File: src/rtl/gasp_pkg.sv
package gasp_pkg;

  localparam int unsigned FieldW = 12;
  localparam int unsigned PageW  = 8;
  localparam int unsigned RegW   = 13;
  localparam int unsigned IdxW   = 1;

  localparam logic [RegW-1:0] RegReset = 13'd1024;

  localparam logic [IdxW-1:0] REG_ATLAS_WIDTH  = 1'b0;
  localparam logic [IdxW-1:0] REG_ATLAS_HEIGHT = 1'b1;

  typedef struct packed {
    logic pages_exhausted;
    logic opened_page;
    logic too_big;
  } flags_t;

endpackage

File: src/rtl/gasp_place.sv
module gasp_place #(
  parameter int unsigned COORD_BITS = 12,
  parameter int unsigned MAX_PAGES  = 256
) (
  input  logic [gasp_pkg::RegW-1:0]  atlas_width_i,
  input  logic [gasp_pkg::RegW-1:0]  atlas_height_i,
  input  logic [COORD_BITS-1:0]      rect_w_i,
  input  logic [COORD_BITS-1:0]      rect_h_i,
  input  logic [COORD_BITS-1:0]      cur_x_i,
  input  logic [COORD_BITS-1:0]      cur_y_i,
  input  logic [COORD_BITS-1:0]      row_h_i,
  input  logic [gasp_pkg::PageW-1:0] page_i,
  output logic [COORD_BITS-1:0]      place_x_o,
  output logic [COORD_BITS-1:0]      place_y_o,
  output logic [gasp_pkg::PageW-1:0] place_page_o,
  output gasp_pkg::flags_t           flags_o,
  output logic [COORD_BITS-1:0]      nxt_x_o,
  output logic [COORD_BITS-1:0]      nxt_y_o,
  output logic [COORD_BITS-1:0]      nxt_row_o,
  output logic [gasp_pkg::PageW-1:0] nxt_page_o
);

  localparam int unsigned SumW = (COORD_BITS + 1 > gasp_pkg::RegW + 1) ?
                                 COORD_BITS + 1 : gasp_pkg::RegW + 1;
  localparam int unsigned CntW = gasp_pkg::PageW + 1;

  logic [SumW-1:0]                aw, ah, w_e, h_e;
  logic                           too_big, new_row, new_page, page_full;
  logic [COORD_BITS-1:0]          x1, y1, row1, y2;
  logic [CntW-1:0]                page_inc;
  logic [gasp_pkg::PageW-1:0]     page1;

  always_comb begin
    aw  = SumW'(atlas_width_i);
    ah  = SumW'(atlas_height_i);
    w_e = SumW'(rect_w_i);
    h_e = SumW'(rect_h_i);

    too_big = (w_e >= aw) || (h_e >= ah);

    new_row = (SumW'(cur_x_i) + w_e) >= aw;
    x1      = new_row ? '0 : cur_x_i;
    y1      = new_row ? (cur_y_i + row_h_i) : cur_y_i;
    row1    = new_row ? '0 : row_h_i;

    new_page  = (SumW'(y1) + h_e) >= ah;
    page_inc  = CntW'(page_i) + CntW'(1);
    page_full = page_inc >= CntW'(MAX_PAGES);
    page1     = (new_page && !page_full) ? page_inc[gasp_pkg::PageW-1:0] : page_i;
    y2        = new_page ? '0 : y1;

    if (too_big) begin
      place_x_o    = '0;
      place_y_o    = '0;
      place_page_o = '0;
      flags_o      = '{pages_exhausted: 1'b0, opened_page: 1'b0, too_big: 1'b1};
      nxt_x_o      = cur_x_i;
      nxt_y_o      = cur_y_i;
      nxt_row_o    = row_h_i;
      nxt_page_o   = page_i;
    end else begin
      place_x_o    = x1;
      place_y_o    = y2;
      place_page_o = page1;
      flags_o      = '{pages_exhausted: new_page && page_full,
                       opened_page:     new_page && !page_full,
                       too_big:         1'b0};
      nxt_x_o      = x1 + rect_w_i;
      nxt_y_o      = y2;
      nxt_row_o    = (rect_h_i > row1) ? rect_h_i : row1;
      nxt_page_o   = page1;
    end
  end

endmodule

File: src/rtl/glyph_atlas_shelf_packer.sv
// Path: an accepted request is held in the input register, and its result in the output register on the master side.
// Throughput: one request per cycle while the master side accepts results; the cursor,
// row height and page count are updated combinationally from the input register, which closes the loop.
// Reset: cursor, row height and page count clear to zero, atlas width and height
// return to 1024, and both stages empty.
module glyph_atlas_shelf_packer #(
  parameter int unsigned COORD_BITS = 12,
  parameter int unsigned MAX_PAGES  = 256
) (
  input  logic        clk_i,
  input  logic        rst_ni,
  input  logic        s_axis_tvalid,
  output logic        s_axis_tready,
  input  logic [23:0] s_axis_tdata,   // rect_width[11:0], rect_height[23:12]
  output logic        m_axis_tvalid,
  input  logic        m_axis_tready,
  output logic [31:0] m_axis_tdata,   // place_x[11:0], place_y[23:12], page_index[31:24]
  output logic [2:0]  m_axis_tuser,   // too_big[0], opened_page[1], pages_exhausted[2]
  input  logic        cfg_valid_i,
  output logic        cfg_ready_o,
  input  logic [gasp_pkg::IdxW-1:0] cfg_addr_i,
  input  logic [gasp_pkg::RegW-1:0] cfg_data_i
);

  localparam int unsigned FW = gasp_pkg::FieldW;
  localparam int unsigned PW = gasp_pkg::PageW;

  logic [gasp_pkg::RegW-1:0] atlas_w_q, atlas_h_q;
  logic                      in_v_q, out_v_q, advance;
  logic [COORD_BITS-1:0]     rect_w_q, rect_h_q;
  logic [COORD_BITS-1:0]     cur_x_q, cur_y_q, row_h_q;
  logic [PW-1:0]             page_q;
  logic [COORD_BITS-1:0]     place_x, place_y, cur_x_d, cur_y_d, row_h_d;
  logic [PW-1:0]             place_page, page_d;
  gasp_pkg::flags_t          flags;
  logic [FW-1:0]             out_x_q, out_y_q;
  logic [PW-1:0]             out_page_q;
  gasp_pkg::flags_t          out_flags_q;

  assign cfg_ready_o   = 1'b1;
  assign advance       = in_v_q && (!out_v_q || m_axis_tready);
  assign s_axis_tready = !in_v_q || advance;

  always_ff @(posedge clk_i or negedge rst_ni) begin
    if (!rst_ni) begin
      atlas_w_q <= gasp_pkg::RegReset;
      atlas_h_q <= gasp_pkg::RegReset;
    end else if (cfg_valid_i) begin
      unique case (cfg_addr_i)
        gasp_pkg::REG_ATLAS_WIDTH:  atlas_w_q <= cfg_data_i;
        gasp_pkg::REG_ATLAS_HEIGHT: atlas_h_q <= cfg_data_i;
        default: ;
      endcase
    end
  end

  always_ff @(posedge clk_i or negedge rst_ni) begin
    if (!rst_ni) begin
      in_v_q <= 1'b0;
    end else if (s_axis_tready) begin
      in_v_q <= s_axis_tvalid;
    end
  end

  always_ff @(posedge clk_i) begin
    if (s_axis_tvalid && s_axis_tready) begin
      rect_w_q <= COORD_BITS'(s_axis_tdata[FW-1:0]);
      rect_h_q <= COORD_BITS'(s_axis_tdata[2*FW-1:FW]);
    end
  end

  gasp_place #(
    .COORD_BITS (COORD_BITS),
    .MAX_PAGES  (MAX_PAGES)
  ) u_place (
    .atlas_width_i  (atlas_w_q),
    .atlas_height_i (atlas_h_q),
    .rect_w_i       (rect_w_q),
    .rect_h_i       (rect_h_q),
    .cur_x_i        (cur_x_q),
    .cur_y_i        (cur_y_q),
    .row_h_i        (row_h_q),
    .page_i         (page_q),
    .place_x_o      (place_x),
    .place_y_o      (place_y),
    .place_page_o   (place_page),
    .flags_o        (flags),
    .nxt_x_o        (cur_x_d),
    .nxt_y_o        (cur_y_d),
    .nxt_row_o      (row_h_d),
    .nxt_page_o     (page_d)
  );

  always_ff @(posedge clk_i or negedge rst_ni) begin
    if (!rst_ni) begin
      cur_x_q <= '0;
      cur_y_q <= '0;
      row_h_q <= '0;
      page_q  <= '0;
    end else if (advance) begin
      cur_x_q <= cur_x_d;
      cur_y_q <= cur_y_d;
      row_h_q <= row_h_d;
      page_q  <= page_d;
    end
  end

  always_ff @(posedge clk_i or negedge rst_ni) begin
    if (!rst_ni) begin
      out_v_q <= 1'b0;
    end else if (advance) begin
      out_v_q <= 1'b1;
    end else if (m_axis_tready) begin
      out_v_q <= 1'b0;
    end
  end

  always_ff @(posedge clk_i) begin
    if (advance) begin
      out_x_q     <= FW'(place_x);
      out_y_q     <= FW'(place_y);
      out_page_q  <= place_page;
      out_flags_q <= flags;
    end
  end

  assign m_axis_tvalid = out_v_q;
  assign m_axis_tdata  = {out_page_q, out_y_q, out_x_q};
  assign m_axis_tuser  = out_flags_q;

  a_page_in_range: assert property (@(posedge clk_i) disable iff (!rst_ni)
    32'(page_q) < MAX_PAGES)
    else $error("page count beyond limit");

  a_flags_exclusive: assert property (@(posedge clk_i) disable iff (!rst_ni)
    advance |-> !(flags.opened_page && flags.pages_exhausted) &&
                !(flags.too_big && (flags.opened_page || flags.pages_exhausted)))
    else $error("conflicting result flags");

  a_reject_holds_state: assert property (@(posedge clk_i) disable iff (!rst_ni)
    advance && flags.too_big |=>
      $stable(cur_x_q) && $stable(cur_y_q) && $stable(row_h_q) && $stable(page_q))
    else $error("rejected rectangle changed the cursor");

  a_new_page_top: assert property (@(posedge clk_i) disable iff (!rst_ni)
    advance && flags.opened_page |=> cur_y_q == '0 && page_q == $past(page_q) + 1'b1)
    else $error("new page did not restart at the top");

  a_ready_when_empty: assert property (@(posedge clk_i) disable iff (!rst_ni)
    !out_v_q |-> s_axis_tready)
    else $error("input stalled with empty result stage");

endmodule

File: config.mk
export PLATFORM = sky130hd
export DESIGN_NAME = glyph_atlas_shelf_packer
export DESIGN_NICKNAME = d
export VERILOG_FILES = /design/src/rtl/gasp_pkg.sv /design/src/rtl/gasp_place.sv /design/src/rtl/glyph_atlas_shelf_packer.sv
export SDC_FILE = /design/constraint.sdc
export NUM_CORES = 1
export LEC_CHECK = 0
export BUFFER_PORTS_ARGS = -buffer_cell sky130_fd_sc_hd__buf_2
export CORE_MARGIN = 3
export CORE_UTILIZATION = 45
export DETAILED_ROUTE_END_ITERATION = 10
export PLACE_DENSITY = 0.71
export SLEW_MARGIN = 20
export SYNTH_ARGS = -nofsm -noshare
export SYNTH_HDL_FRONTEND = slang
export SYNTH_SLANG_ARGS = --single-unit
File: constraint.sdc
create_clock -name clk_i -period 18.45 [get_ports clk_i]
set_input_delay 0.9225 -clock clk_i [delete_from_list [all_inputs] [get_ports clk_i]]
set_output_delay 0.9225 -clock clk_i [all_outputs]
set_load 0.03 [all_outputs]
==> flow_metrics.env <==
export IMPL_status="finished, final reports clean"
export IMPL_fin_crit_ps=8180
export IMPL_r2r_cells=31
export IMPL_drt_iter0_markers=349
export IMPL_first_global_vias=6561
export IMPL_relSlewSlack=0.360
export IMPL_grt_total_usage=0.205
export IMPL_place_gp_congestion=0.861
export IMPL_drc=0
export IMPL_tightest_slew_ps=959
export IMPL_start_kind="flip-flop"
export IMPL_grt_max_degree=73
export IMPL_start_util=0.467
export IMPL_reg2reg_to="cur_y_q[7]$_DFFE_PN0P_"
export IMPL_synth_nets=986
export IMPL_insertion_delay_ps=430
export IMPL_die_h_um=144
export IMPL_synth_ff_type="dfrtp_1"
export IMPL_worstPathArrival_ps=8500
export IMPL_max_cap_violations=0
export IMPL_final_common_cell="ha_1"
export IMPL_worst_setup_path_type="reg2reg"
export IMPL_area_growth_pct=14.4
export IMPL_diodes=0
export IMPL_post_cts_repair_setup_buffers=0
export IMPL_max_stage_delay_ps=640
export IMPL_cts_tree="built"
export IMPL_fp_dieArea_sq_mm=0.0207
export IMPL_yosysTopAreaCell="edfxtp_1"
export IMPL_hpwl_um=15200
export IMPL_synth_edf_count=59
export IMPL_core_area_sq_mm=0.0183
export IMPL_cts_clk_slew_worst_paths_ps=60
export IMPL_post_route_cells_drive_above_1_share=0.176
export IMPL_avgSynthCellArea_sq_um=10.3
export IMPL_final_cell_mix="ha_1, nand2_1, buf_2, dfrtp_1, edfxtp_1"
export IMPL_cts_resized=0
export IMPL_synthCells=829
export IMPL_synth_top_cell_area_share=0.207
export IMPL_r2r_slack_ps=10270
export IMPL_synthTopCellsByArea="edfxtp_1, dfrtp_1, ha_1, nand2_1, mux2_2"
export IMPL_wl_per_cell_um=17.4
export IMPL_period_share=0.444
export IMPL_die_x_um=144
export IMPL_highest_layer="met4"
export IMPL_clock_root_buffer="clkbuf_16"
export IMPL_fin_setup_tns_ps=0
export IMPL_rows=49
export IMPL_io_buffers=79
export IMPL_setup_violations=0
export IMPL_rsz0062_at_grt="false"
export IMPL_crit_end="cur_y_q[7]$_DFFE_PN0P_"
export IMPL_wl_met1_um=9160
export IMPL_yosysUniqueCellTypes=71
export IMPL_htreeDepth=4
export IMPL_vias_per_cell=5.57
export IMPL_hold_violations=0
export IMPL_cts_hold_buffers=0
export IMPL_nNetsFinal=1066
export IMPL_cp_required_ps=18760
export IMPL_startpoint="rect_w_q[1]$_DFFE_PP_"
export IMPL_cts_buffers=17
export IMPL_dr_total_vias=6413
export IMPL_grt_first_pass_wirelength_um=33100
export IMPL_dr_wl_met3_um=848
export IMPL_clock_fmax_mhz=122
export IMPL_skew_ps=8.20
export IMPL_clk_path_buf_depth=2
export IMPL_wl_met2_um=9600
export IMPL_worstPathMaxFanout=29
export IMPL_ys_ff_latch=131
export IMPL_endpoint_kind="flip-flop"
export IMPL_ys_async_sr_fraction=0.550
export IMPL_antenna_found_initial=0
export IMPL_worstReg2RegStart="rect_w_q[1]$_DFFE_PP_"
export IMPL_grt_overflow=0
export IMPL_cts_sink_count=131
export IMPL_antenna_left=0
export IMPL_slew_violations=0
export IMPL_ys_warn_count=0
export IMPL_dr_pass1_iters=5
export IMPL_io_pins=81
export IMPL_synth_area_sq_mm=0.00856
export IMPL_synth_yosys_seq_area_share=0.418
export IMPL_cp_slowest_cell="or4b_2"
export IMPL_totalWireLength_um=20000
export IMPL_hold_class="reg2reg"
export IMPL_crit_top_cell="a21oi_1"
export IMPL_whs_path_depth=1
[layer usage]
layer,GRT usage,up-vias
met4,0.0639,0
met5,0,-
met1,0.264,3053
li1,-,3183
met3,0.0483,35
met2,0.343,142
[through the flow]
stage                     setup slack [ps]  area [sq um]  instances  utilization  hold slack [ps]
after floorplan                      11530          8560        829            -              449
after global placement               10490          9180       1119        0.501              463
after detailed placement             10280          9180       1119        0.501              484
after CTS                            10240          9790       1151        0.534              505
after global routing                  9450          9800       1151        0.535              521
final                                10270          9800       1151        0.535              498
[cells in the mapped netlist, drive strengths merged, types with 18 or more instances]
cell	number
xnor2	31
ha	110
nor2	39
and2	24
o21a	18
dfrtp	70
nand2	91
a21oi	48
mux2	26
edfxtp	59
o21ai	52
inv	49
[flip-flops by register name, indices dropped and copies added (netlist names), 12 cells and up]
name	cells
atlas_h_q	13
atlas_w_q	13
cur_x_q	12
cur_y_q	12
out_x_q	12
out_y_q	12
rect_h_q	12
rect_w_q	12
row_h_q	12
[logic make-up (layout without fill, tap and decap cells)]
| kind of cell | Yosys count | count (layout) | synth area share |
|---|---|---|---|
| fa+ha+maj | 114 | 114 | 0.170 |
| simple gates | 238 | 238 | 0.139 |
| flops | 131 | 131 | 0.418 |
| other cells | 1 | 1 | 0.000438 |
| xor+xnor | 42 | 42 | 0.0430 |
| buf+inv | 71 | 164 | 0.0337 |
| mux | 30 | 30 | 0.0389 |
| compound gates | 202 | 202 | 0.157 |
[worst min-delay path by stage]
stage | startpoint | endpoint | slack, ps
detailed placement | in_v_q$_DFFE_PN0N_ | m_axis_tvalid$_DFFE_PN0P_ | 480
global route | atlas_h_q[7]$_DFFE_PN0P_ | atlas_h_q[7]$_DFFE_PN0P_ | 520
global placement | in_v_q$_DFFE_PN0N_ | m_axis_tvalid$_DFFE_PN0P_ | 460
CTS | in_v_q$_DFFE_PN0N_ | m_axis_tvalid$_DFFE_PN0P_ | 500
finish | in_v_q$_DFFE_PN0N_ | m_axis_tvalid$_DFFE_PN0P_ | 500
floorplan | in_v_q$_DFFE_PN0N_ | m_axis_tvalid$_DFFE_PN0P_ | 450
[final cells by class]
cell class | instances | area (sq um)
clock buffer | 22 | 494
clock inverter | 10 | 120
fill | 1622 | 8530
inverter | 49 | 184
multi-input combinational | 627 | 4710
sequential | 131 | 3580
tap | 229 | 287
timing repair buffer | 83 | 428
[critical path, delay by kind of cell, from the launching register on]
| kind | cells | cell delay [ps] |
|---|---|---|
| AND/OR/NAND/NOR | 8 | 2270 |
| XOR/XNOR | 1 | 170 |
| buffers and inverters | 1 | 390 |
| flip-flops | 1 | 450 |
| AO/OA/AOI/OAI | 17 | 3710 |
| adder cells (fa/ha/maj) | 4 | 1060 |
Power is not shown: default switching activity piles up to over one toggle a cycle in this logic, so the estimate is an artifact.
